[config.mk]
export PLATFORM = sky130hd
export DESIGN_NAME = mac_address_text_parser_flat
export DESIGN_NICKNAME = d
export VERILOG_FILES = /design/src/hdl/macp_pkg.sv /design/src/hdl/macp_if.sv /design/src/hdl/mac_address_text_parser.sv /design/src/flat_wrapper.sv
export SDC_FILE = /design/constraint.sdc
export NUM_CORES = 1
export LEC_CHECK = 0
export ABC_AREA = 1
export BUFFER_PORTS_ARGS = -buffer_cell sky130_fd_sc_hd__buf_4
export CAP_MARGIN = 10
export CORE_AREA = 2 2 113 115
export DETAILED_ROUTE_END_ITERATION = 6
export DIE_AREA = 0 0 115 117
export PLACE_DENSITY_LB_ADDON = 0.15
export SYNTH_ARGS = -nofsm -noshare
export SYNTH_HDL_FRONTEND = slang
export SYNTH_SLANG_ARGS = --single-unit
[constraint.sdc]
create_clock -name i_clk -period 12.9 [get_ports i_clk]
set_input_delay 1.29 -clock i_clk [delete_from_list [all_inputs] [get_ports i_clk]]
set_output_delay 1.29 -clock i_clk [all_outputs]
set_load 0.01 [all_outputs]
[src/hdl/macp_pkg.sv]
// Package for the MAC address text parser: widths, character codes,
// string positions and the hex digit decoder. No dependencies.
package macp_pkg;

    localparam int ADDR_W   = 48;
    localparam int POS_W    = 5;
    localparam int NIBBLE_W = 4;

    typedef logic [7:0]          t_char;
    typedef logic [ADDR_W-1:0]   t_addr;
    typedef logic [POS_W-1:0]    t_pos;
    typedef logic [NIBBLE_W-1:0] t_nibble;

    // string lengths and the saturation point of the position count
    localparam t_pos LEN_PLAIN  = t_pos'(12);
    localparam t_pos LEN_JOINED = t_pos'(17);
    localparam t_pos POS_MAX    = t_pos'(31);

    // positions in the joined form
    localparam t_pos POS_FIRST_SEP = t_pos'(2);
    localparam t_pos POS_SEP_B     = t_pos'(5);
    localparam t_pos POS_SEP_C     = t_pos'(8);
    localparam t_pos POS_SEP_D     = t_pos'(11);
    localparam t_pos POS_SEP_E     = t_pos'(14);

    localparam t_char CHAR_COLON = 8'h3A;
    localparam t_char CHAR_DASH  = 8'h2D;
    localparam t_char CHAR_0     = 8'h30;
    localparam t_char CHAR_9     = 8'h39;
    localparam t_char CHAR_LC_A  = 8'h61;
    localparam t_char CHAR_LC_F  = 8'h66;
    localparam t_char CHAR_UC_A  = 8'h41;
    localparam t_char CHAR_UC_F  = 8'h46;

    typedef struct packed {
        logic    ok;
        t_nibble value;
    } t_hex;

    // decode one ASCII hex digit, either case
    function automatic t_hex hex_decode(input t_char c);
        t_hex   h;
        t_char  d;
        h = '{ok: 1'b0, value: '0};
        d = '0;
        priority if (c >= CHAR_0 && c <= CHAR_9) begin
            d = c - CHAR_0;
            h = '{ok: 1'b1, value: d[NIBBLE_W-1:0]};
        end else if (c >= CHAR_LC_A && c <= CHAR_LC_F) begin
            d = c - CHAR_LC_A + 8'd10;
            h = '{ok: 1'b1, value: d[NIBBLE_W-1:0]};
        end else if (c >= CHAR_UC_A && c <= CHAR_UC_F) begin
            d = c - CHAR_UC_A + 8'd10;
            h = '{ok: 1'b1, value: d[NIBBLE_W-1:0]};
        end else begin
            h = '{ok: 1'b0, value: '0};
        end
        return h;
    endfunction

endpackage

[src/hdl/macp_if.sv]
// Channel interfaces for the MAC address text parser: character beats in,
// address beats out. Depends on macp_pkg.
interface macp_char_if;
    import macp_pkg::*;
    logic  valid;
    logic  ready;
    t_char char_code;
    logic  last_char;
    modport source (output valid, output char_code, output last_char, input ready);
    modport sink   (input valid, input char_code, input last_char, output ready);
endinterface

interface macp_addr_if;
    import macp_pkg::*;
    logic  valid;
    logic  ready;
    t_addr address;
    logic  valid_res;
    modport source (output valid, output address, output valid_res, input ready);
    modport sink   (input valid, input address, input valid_res, output ready);
endinterface

[src/hdl/mac_address_text_parser.sv]
// MAC address text parser, top level. Depends on macp_pkg and the channel
// interfaces in macp_if.sv.
//
// Usage:
//   i_char carries one ASCII character per beat, with last_char set on the
//   final character of a string. Accepted forms: twelve hex digits, or six
//   hex pairs joined by ':' or '-' (same separator throughout).
//   o_addr carries one beat per string, issued for the last character:
//   address (first byte in bits 47:40) and valid_res. A malformed string
//   gives valid_res 0 and address 0.
// Timing:
//   One character per cycle while i_char.ready is high. Each character
//   updates the parse state in the cycle it is accepted; the result of a last
//   character goes to the output register, or to the skid entry (the only
//   other slot) when a stalled result holds the output register, so input
//   keeps flowing while a result waits. i_char.ready drops only when both
//   are full, i.e. two results are waiting on a stalled receiver.
// Reset:
//   Synchronous, active low. Clears the parse state and both output slots;
//   the parser restarts at the first character of a new string. After each
//   last character the parse state returns to its reset value.
module mac_address_text_parser (
    input  logic              i_clk,
    input  logic              i_rst_n,
    macp_char_if.sink         i_char,
    macp_addr_if.source       o_addr
);
    import macp_pkg::*;

    // parse state
    t_pos  r_position;
    t_addr r_accum;
    logic  r_sep_form;
    logic  r_sep_dash;
    logic  r_error;

    t_pos  n_position;
    t_addr n_accum;
    logic  n_sep_form;
    logic  n_sep_dash;
    logic  n_error;

    // output slots
    logic  r_out_valid;
    t_addr r_out_addr;
    logic  r_out_ok;
    logic  r_skid_valid;
    t_addr r_skid_addr;
    logic  r_skid_ok;

    logic  in_beat;
    logic  out_beat;
    logic  push;
    logic  res_ok;
    t_addr res_addr;
    logic  is_sep_char;
    logic  sep_slot;
    t_char sep_want;
    t_hex  hex;

    assign in_beat  = i_char.valid && i_char.ready;
    assign out_beat = r_out_valid && o_addr.ready;
    assign push     = in_beat && i_char.last_char;

    // ready only depends on the skid slot: a new result can always go to the
    // result register or, while that one is stalled, to the empty skid entry
    assign i_char.ready = !r_skid_valid;

    assign is_sep_char = (i_char.char_code == CHAR_COLON) || (i_char.char_code == CHAR_DASH);
    assign sep_slot    = r_sep_form && ((r_position == POS_SEP_B) || (r_position == POS_SEP_C)
                                     || (r_position == POS_SEP_D) || (r_position == POS_SEP_E));
    assign sep_want    = r_sep_dash ? CHAR_DASH : CHAR_COLON;
    assign hex         = hex_decode(i_char.char_code);

    // per-character update, before the end-of-string check
    always_comb begin
        n_accum    = r_accum;
        n_sep_form = r_sep_form;
        n_sep_dash = r_sep_dash;
        n_error    = r_error;
        priority if (r_position == POS_FIRST_SEP && is_sep_char) begin
            // the third character picks the joined form and its separator
            n_sep_form = 1'b1;
            n_sep_dash = (i_char.char_code == CHAR_DASH);
        end else if (r_position < LEN_JOINED) begin
            if (sep_slot) begin
                if (i_char.char_code != sep_want) begin
                    n_error = 1'b1;
                end
            end else if (hex.ok) begin
                n_accum = {r_accum[ADDR_W-NIBBLE_W-1:0], hex.value};
            end else begin
                n_error = 1'b1;
            end
        end else begin
            // past the longest form: characters go unchecked
            n_error = r_error;
        end
    end

    // length check on the last character; r_position is its index
    always_comb begin
        res_ok   = !n_error && ((!n_sep_form && r_position == LEN_PLAIN - t_pos'(1))
                             || (n_sep_form && r_position == LEN_JOINED - t_pos'(1)));
        res_addr = res_ok ? n_accum : '0;
        n_position = (r_position == POS_MAX) ? r_position : r_position + t_pos'(1);
    end

    always_ff @(posedge i_clk) begin
        if (!i_rst_n) begin
            r_position <= '0;
            r_accum    <= '0;
            r_sep_form <= 1'b0;
            r_sep_dash <= 1'b0;
            r_error    <= 1'b0;
        end else if (in_beat) begin
            if (i_char.last_char) begin
                r_position <= '0;
                r_accum    <= '0;
                r_sep_form <= 1'b0;
                r_sep_dash <= 1'b0;
                r_error    <= 1'b0;
            end else begin
                r_position <= n_position;
                r_accum    <= n_accum;
                r_sep_form <= n_sep_form;
                r_sep_dash <= n_sep_dash;
                r_error    <= n_error;
            end
        end
    end

    // result register plus skid entry
    always_ff @(posedge i_clk) begin
        if (!i_rst_n) begin
            r_out_valid  <= 1'b0;
            r_skid_valid <= 1'b0;
        end else begin
            if (push) begin
                if (!r_out_valid || out_beat) begin
                    r_out_valid <= 1'b1;
                end else begin
                    r_skid_valid <= 1'b1;
                end
            end else if (out_beat) begin
                r_out_valid  <= r_skid_valid;
                r_skid_valid <= 1'b0;
            end
        end
    end

    always_ff @(posedge i_clk) begin
        if (push) begin
            if (!r_out_valid || out_beat) begin
                r_out_addr <= res_addr;
                r_out_ok   <= res_ok;
            end else begin
                r_skid_addr <= res_addr;
                r_skid_ok   <= res_ok;
            end
        end else if (out_beat) begin
            r_out_addr <= r_skid_addr;
            r_out_ok   <= r_skid_ok;
        end
    end

    assign o_addr.valid     = r_out_valid;
    assign o_addr.address   = r_out_addr;
    assign o_addr.valid_res = r_out_ok;

endmodule

[src/flat_wrapper.sv]
// flat-port wrapper written by rule: the top's interface ports become plain ports
module mac_address_text_parser_flat import macp_pkg::*;
  (i_clk, i_rst_n, i_char_valid, i_char_char_code, i_char_last_char, i_char_ready, o_addr_valid, o_addr_address, o_addr_valid_res, o_addr_ready);
  macp_char_if i_char_i ();
  macp_addr_if o_addr_i ();
  input  logic i_clk;
  input  logic i_rst_n;
  input wire logic [$bits(i_char_i.valid)-1:0] i_char_valid;
  input wire logic [$bits(i_char_i.char_code)-1:0] i_char_char_code;
  input wire logic [$bits(i_char_i.last_char)-1:0] i_char_last_char;
  output wire logic [$bits(i_char_i.ready)-1:0] i_char_ready;
  output wire logic [$bits(o_addr_i.valid)-1:0] o_addr_valid;
  output wire logic [$bits(o_addr_i.address)-1:0] o_addr_address;
  output wire logic [$bits(o_addr_i.valid_res)-1:0] o_addr_valid_res;
  input wire logic [$bits(o_addr_i.ready)-1:0] o_addr_ready;
  assign i_char_i.valid = i_char_valid;
  assign i_char_i.char_code = i_char_char_code;
  assign i_char_i.last_char = i_char_last_char;
  assign i_char_ready = i_char_i.ready;
  assign o_addr_valid = o_addr_i.valid;
  assign o_addr_address = o_addr_i.address;
  assign o_addr_valid_res = o_addr_i.valid_res;
  assign o_addr_i.ready = o_addr_ready;
  mac_address_text_parser u_core (.i_clk(i_clk), .i_rst_n(i_rst_n), .i_char(i_char_i), .o_addr(o_addr_i));
endmodule
# Word-level counts from Yosys, hierarchy flattened
# Index checks and enable logic that the tools add are counted.
[word_totals] input_bits=13 elab_cells=100 ff_bits=156
[op_classes] n_bitwise=1 n_reduce_logical=28 add_sub_neg=6 n_eq_ne=13 order_cmp=7 muxes=34
[ops] op="48-bit two-way mux" n=9
[ops] op="5-bit two-way mux" n=6
[ops] op="1-bit two-way mux" n=19
[ops] op="8-bit by 6-bit == test with 1-bit output (second input constant)" n=2
[ops] op="8-bit by 7-bit greater-or-equal comparator with 1-bit output (second input constant)" n=2
[ops] op="8-bit by 7-bit <= comparator with 1-bit output (second input constant)" n=2
[ops] op="5-bit by 4-bit == test with 1-bit output (second input constant)" n=3
[ops] op="4-bit by 1-bit subtractor with 4-bit output (second input constant)" n=3
[ops] op="1-bit logical AND" n=11
[ops] op="5-bit == test (second input constant)" n=2
[ops] op="2-bit AND reduction" n=5
[ops] op="4-bit adder (second input constant)" n=2
[ops] op="8-bit by 6-bit greater-or-equal comparator with 1-bit output (second input constant)" n=1
[ops] op="8-bit by 6-bit <= comparator with 1-bit output (second input constant)" n=1
[ops] op="8-bit by 6-bit != test with 1-bit output" n=1
[ops] op="1-bit logical OR" n=6
[ops] op="2-bit != test (second input constant)" n=3
[ops] op="5-bit by 1-bit adder with 5-bit output (second input constant)" n=1
[ops] op="5-bit by 2-bit == test with 1-bit output (second input constant)" n=1
[ops] op="5-bit by 3-bit == test with 1-bit output (second input constant)" n=1
[ops] op="5-bit less-than comparator (second input constant)" n=1
[ops] op="1-bit logical NOT" n=4
[ops] op="2-bit nonzero test" n=2
[ops] op="1-bit NOT" n=1

# Longest topological paths before layout
[depth] word_depth=14 mapped_depth=16 ltp_nobuf=14

# Least setup slack after synthesis
# Ideal clock, no wire load.
[synth_path] path_kind="input to register" from="in i_char_valid" to="reg u_core.r_out_addr[0] (netlist: u_core.o_addr.address[0]), enable pin" t_arrival_ns=5.563 slack_ns=6.813 t_required_ns=12.377 stages=5 setup_time_ns=0.523 n_path_buf=1 cell_sequence="nand2_1 -> nor2_1 -> inv_2 -> clkbuf_1 -> o21ai_0"
[synth_via] elab_chain_len=4 elab_cells_between_ends=5 classes_between="1 x eq/ne; 4 x reduce/logical"
[synth_rtl] item="from (decl)" line="flat_wrapper.sv:8" rtl="input wire logic [$bits(i_char_i.valid)-1:0] i_char_valid;"
[synth_rtl] item="1-bit logical AND *" line="mac_address_text_parser.sv:61" rtl="assign in_beat = i_char.valid && i_char.ready;"
[synth_rtl] item="1-bit logical AND *" line="mac_address_text_parser.sv:63" rtl="assign push = in_beat && i_char.last_char;"
[synth_rtl] item="2-bit != test (no line) or 2-bit nonzero test (tied branches)"
[synth_rtl] item="2-bit AND reduction (no line) *"
[synth_rtl] item="to (signal assigned)" line="mac_address_text_parser.sv:155" rtl="r_out_addr <= res_addr;"
[synth_rtl] item="to (signal assigned)" line="mac_address_text_parser.sv:162" rtl="r_out_addr <= r_skid_addr;"
[synth_rtl] item="to (decl)" line="mac_address_text_parser.sv:45" rtl="t_addr r_out_addr;"
# Mark *: on every way between the ends. The rest lies on a longest branch, timed or not.
# A chain may end at the register's enable or synchronous reset.

# Worst setup path after layout
[layout_path] from="in i_char_char_code[0]" to="reg u_core.r_skid_addr[9], data pin"
[layout_via] elab_chain_len=12 elab_cells_between_ends=34 classes_between="6 x order compare; 3 x eq/ne; 14 x mux; 11 x reduce/logical"
[layout_rtl] item="from (decl)" line="flat_wrapper.sv:9" rtl="input wire logic [$bits(i_char_i.char_code)-1:0] i_char_char_code;"
[layout_rtl] item="8-bit by 7-bit greater-or-equal comparator with 1-bit output or 8-bit by 7-bit <= comparator with 1-bit output (tied branches)" line="macp_pkg.sv:52" rtl="end else if (c >= CHAR_UC_A && c <= CHAR_UC_F) begin"
[layout_rtl] item="1-bit logical AND" line="macp_pkg.sv:52"
[layout_rtl] item="5-bit two-way mux" line="macp_pkg.sv:52"
[layout_rtl] item="5-bit two-way mux" line="macp_pkg.sv:49" rtl="end else if (c >= CHAR_LC_A && c <= CHAR_LC_F) begin"
[layout_rtl] item="5-bit two-way mux" line="macp_pkg.sv:46" rtl="priority if (c >= CHAR_0 && c <= CHAR_9) begin"
[layout_rtl] item="1-bit two-way mux" line="mac_address_text_parser.sv:90" rtl="end else if (hex.ok) begin"
[layout_rtl] item="1-bit two-way mux" line="mac_address_text_parser.sv:86" rtl="if (sep_slot) begin"
[layout_rtl] item="1-bit two-way mux" line="mac_address_text_parser.sv:85" rtl="end else if (r_position < LEN_JOINED) begin"
[layout_rtl] item="1-bit two-way mux" line="mac_address_text_parser.sv:81" rtl="priority if (r_position == POS_FIRST_SEP && is_sep_char) begin"
[layout_rtl] item="1-bit logical NOT" line="mac_address_text_parser.sv:103" rtl="res_ok = !n_error && ((!n_sep_form && r_position == LEN_PLAIN - t_pos'(1))"
[layout_rtl] item="1-bit logical AND" line="mac_address_text_parser.sv:103"
[layout_rtl] item="48-bit two-way mux *" line="mac_address_text_parser.sv:105" rtl="res_addr = res_ok ? n_accum : '0;"
[layout_rtl] item="via u_core.res_addr[9]" line="mac_address_text_parser.sv:55" rtl="t_addr res_addr;"
[layout_rtl] item="to (signal assigned)" line="mac_address_text_parser.sv:158" rtl="r_skid_addr <= res_addr;"
[layout_rtl] item="to (decl)" line="mac_address_text_parser.sv:48" rtl="t_addr r_skid_addr;"
# Mark *: on every way through the listed nets, which the timed path passes. The rest lies on a longest branch.

==> results.cfg <==
[logic_synthesis]
yosysSeqAreaShare = 0.566
yosys.area.top_type = edfxtp_1
ys_types = 28
netlist_top_cells_count = 382 x nand2_1, 98 x edfxtp_1, 83 x a21oi_1, 65 x nand3_1, 58 x dfxtp_1
ys.flop_type = edfxtp_1
ys_warn_count = 0
synth_edf_count = 98
async_flop_share = 0
syn-cell-area_um2 = 7250
yosys-top-cells-area = edfxtp_1 41%, nand2_1 20%, dfxtp_1 16%
synthesis.nets = 878
avgSynthCellArea_um2 = 8.47
yosys.area.top_type_share = 0.406
ys_ff_latch = 156
synth_most_common_cell = nand2_1
syn_inst = 856

[final_layout]
drive_gt1_frac = 0.158
final_area_um2 = 8340
fillers = 951
diodes = 0
finalNetCount = 923
fin_cells = 1064
multi_input_area_um2 = 2790
final-seq-area_um2 = 4100
post-route-util = 0.677
area_growth_pct = 15.0

[grt]
grt_max_degree = 55
grt_pass1_wl_um = 25900
grt_overflow = 0
grt.total_usage = 0.246
grt_pass1_vias = 5633
antenna_found_initial = 0

[floorplan]
fp.dieW_um = 115
ioPinCount = 64
initial_core_util = 0.589
coreArea_um2 = 12300
die_y_um = 117
die_area_um2 = 13500
row_count = 41

[routing]
num_vias = 5963
wl_um = 16200
drt_iter0_drc = 575
wl_per_cell_um = 15.2
via_per_inst = 5.60
drc_errors = 0
firstDrtPassIters = 5
ant_nets = 0

[timing]
period_share = 0.298
tns_ps = 0
setup_violations = 0
slew_viol_final = 0
rsz0062_at_grt = false
finClkSkew_ps = 8.20
worstMarginPinSlew_ps = 1160
fmax_ghz = 0.260
hold_viol = 0
slew_headroom = 0.227
holdWs_ps = 465
finalCriticalPeriod_ps = 3840

[clocking]
clock_latency_ps = 430
path_clk_slew_ps = 60
cts_tree = built
postCtsResizedCells = 0
h-tree-depth = 4
cts-hold-fix-buffers = 0
cts.sinks = 156
cts-buffers-inserted = 17
post_cts_buffers = 0
root_buffer = clkbuf_16
ctsLongestPathBuffers = 2

[placed_design]
portBuffers = 63
dp_cells = 1032
dp.final_hpwl_um = 9490
gp_congestion = 0.948
place_area_um2 = 7760

[worst_setup_path]
start_kind = input pin
path_max_fanout = 51
crit_arrival_ps = 3960
end_kind = flop
critPathKind = in -> reg
crit_required_ps = 13020
r2r_cells = 7

[flow_run]
cap_violations = 0

[run_status]
status = complete, no violations

[worst_hold_path]
worstHoldPathCells = 2
hold_class = reg -> reg

[power_and_ir_drop]
irDropWorstVdd_v = 0.0000920
power_density_nw_per_um2 = 131
p_leak_nw = 3.36
-- worst paths after layout --
check        slack (ps)                     end                start
min                 470      u_core.r_accum[47]   u_core.r_accum[47]
max                9060   u_core.r_skid_addr[9]  i_char_char_code[0]
max reg2reg        9770  u_core.r_skid_addr[35]  u_core.r_skid_valid
min reg2reg         470      u_core.r_accum[47]   u_core.r_accum[47]
-- where the power goes --
| group | switching, W | internal, W |
|---|---|---|
| Clock | 0.000214 | 0.000265 |
| Sequential | 0.00000401 | 0.000540 |
| Combinational | 0.0000469 | 0.0000222 |
-- final cells by class --
cell class              count  share of cell area
well taps                 150              0.0225
inverters                  42              0.0189
clock inverters            14              0.0150
multi-input cells         614               0.334
repair buffers             70              0.0630
clock buffers              18              0.0540
flip-flops and latches    156               0.492
-- kinds of logic (layout without fill, tap and decap cells) --
family,Yosys count,count (layout),share of synthesized area
simple gates,492,492,0.275
flops,156,156,0.566
compound gates,112,112,0.0882
buf+inv,86,144,0.0538
fa+ha+maj,9,9,0.0155
xor+xnor,1,1,0.00121
-- sequential cells by signal (all words and copies together), names as in the netlist --
register and cells:
u_core.o_addr.valid_res 1, u_core.r_position 5, u_core.o_addr.valid 1, u_core.r_error 1, u_core.r_accum 48, u_core.r_sep_form 1, u_core.r_skid_valid 1, u_core.r_skid_ok 1
u_core.r_skid_addr 48, u_core.r_sep_dash 1, u_core.o_addr.address 48
-- critical path, stage by stage --
cell     delay (ps)
buf_4           120
inv_1           100
ha_1            230
o21ai_0         240
nand2_1         110
nand2_2         120
nand2_1         130
nand2_1         100
nand3_2          80
nand2_2          90
nor2_4           30
buf_4           300
inv_2           880
a21oi_1         120
-- cell usage in the layout (no fill, tap or decap), types with 2 or more instances in the layout --
master,Yosys,final
nor2_1,25,23
o21ai_0,6,5
inv_6,0,4
nand3_2,2,2
nor2_4,2,4
inv_8,0,3
nand4_1,3,3
a21oi_1,83,83
edfxtp_1,98,98
inv_2,8,8
inv_1,33,33
clkinv_4,0,5
a21oi_2,20,20
dfxtp_1,58,58
ha_1,9,9
nand2_1,382,381
nor3_1,4,3
nand3_1,65,65
buf_4,0,70
nand2_2,4,5
nand3b_1,3,3
clkbuf_16,0,18
-- per-layer routing --
layer / track usage / wire length, um / vias up
met3: 0.0515 / 1030 / 38
met1: 0.310 / 6710 / 2765
met2: 0.409 / 8080 / 241
met5: 0 / 0 / -
met4: 0.118 / 378 / 0
li1: - / - / 2919
-- per-stage QoR --
step | setup slack, ps | power, W
2_1_floorplan | 6810 | 0.000595
3_5_place_dp | 8700 | 0.000624
4_1_cts | 9140 | 0.00110
6_report | 9060 | 0.00109
3_3_place_gp | 8920 | 0.000622
5_1_grt | 8880 | 0.00112
Power figures use the tool's default switching activity.
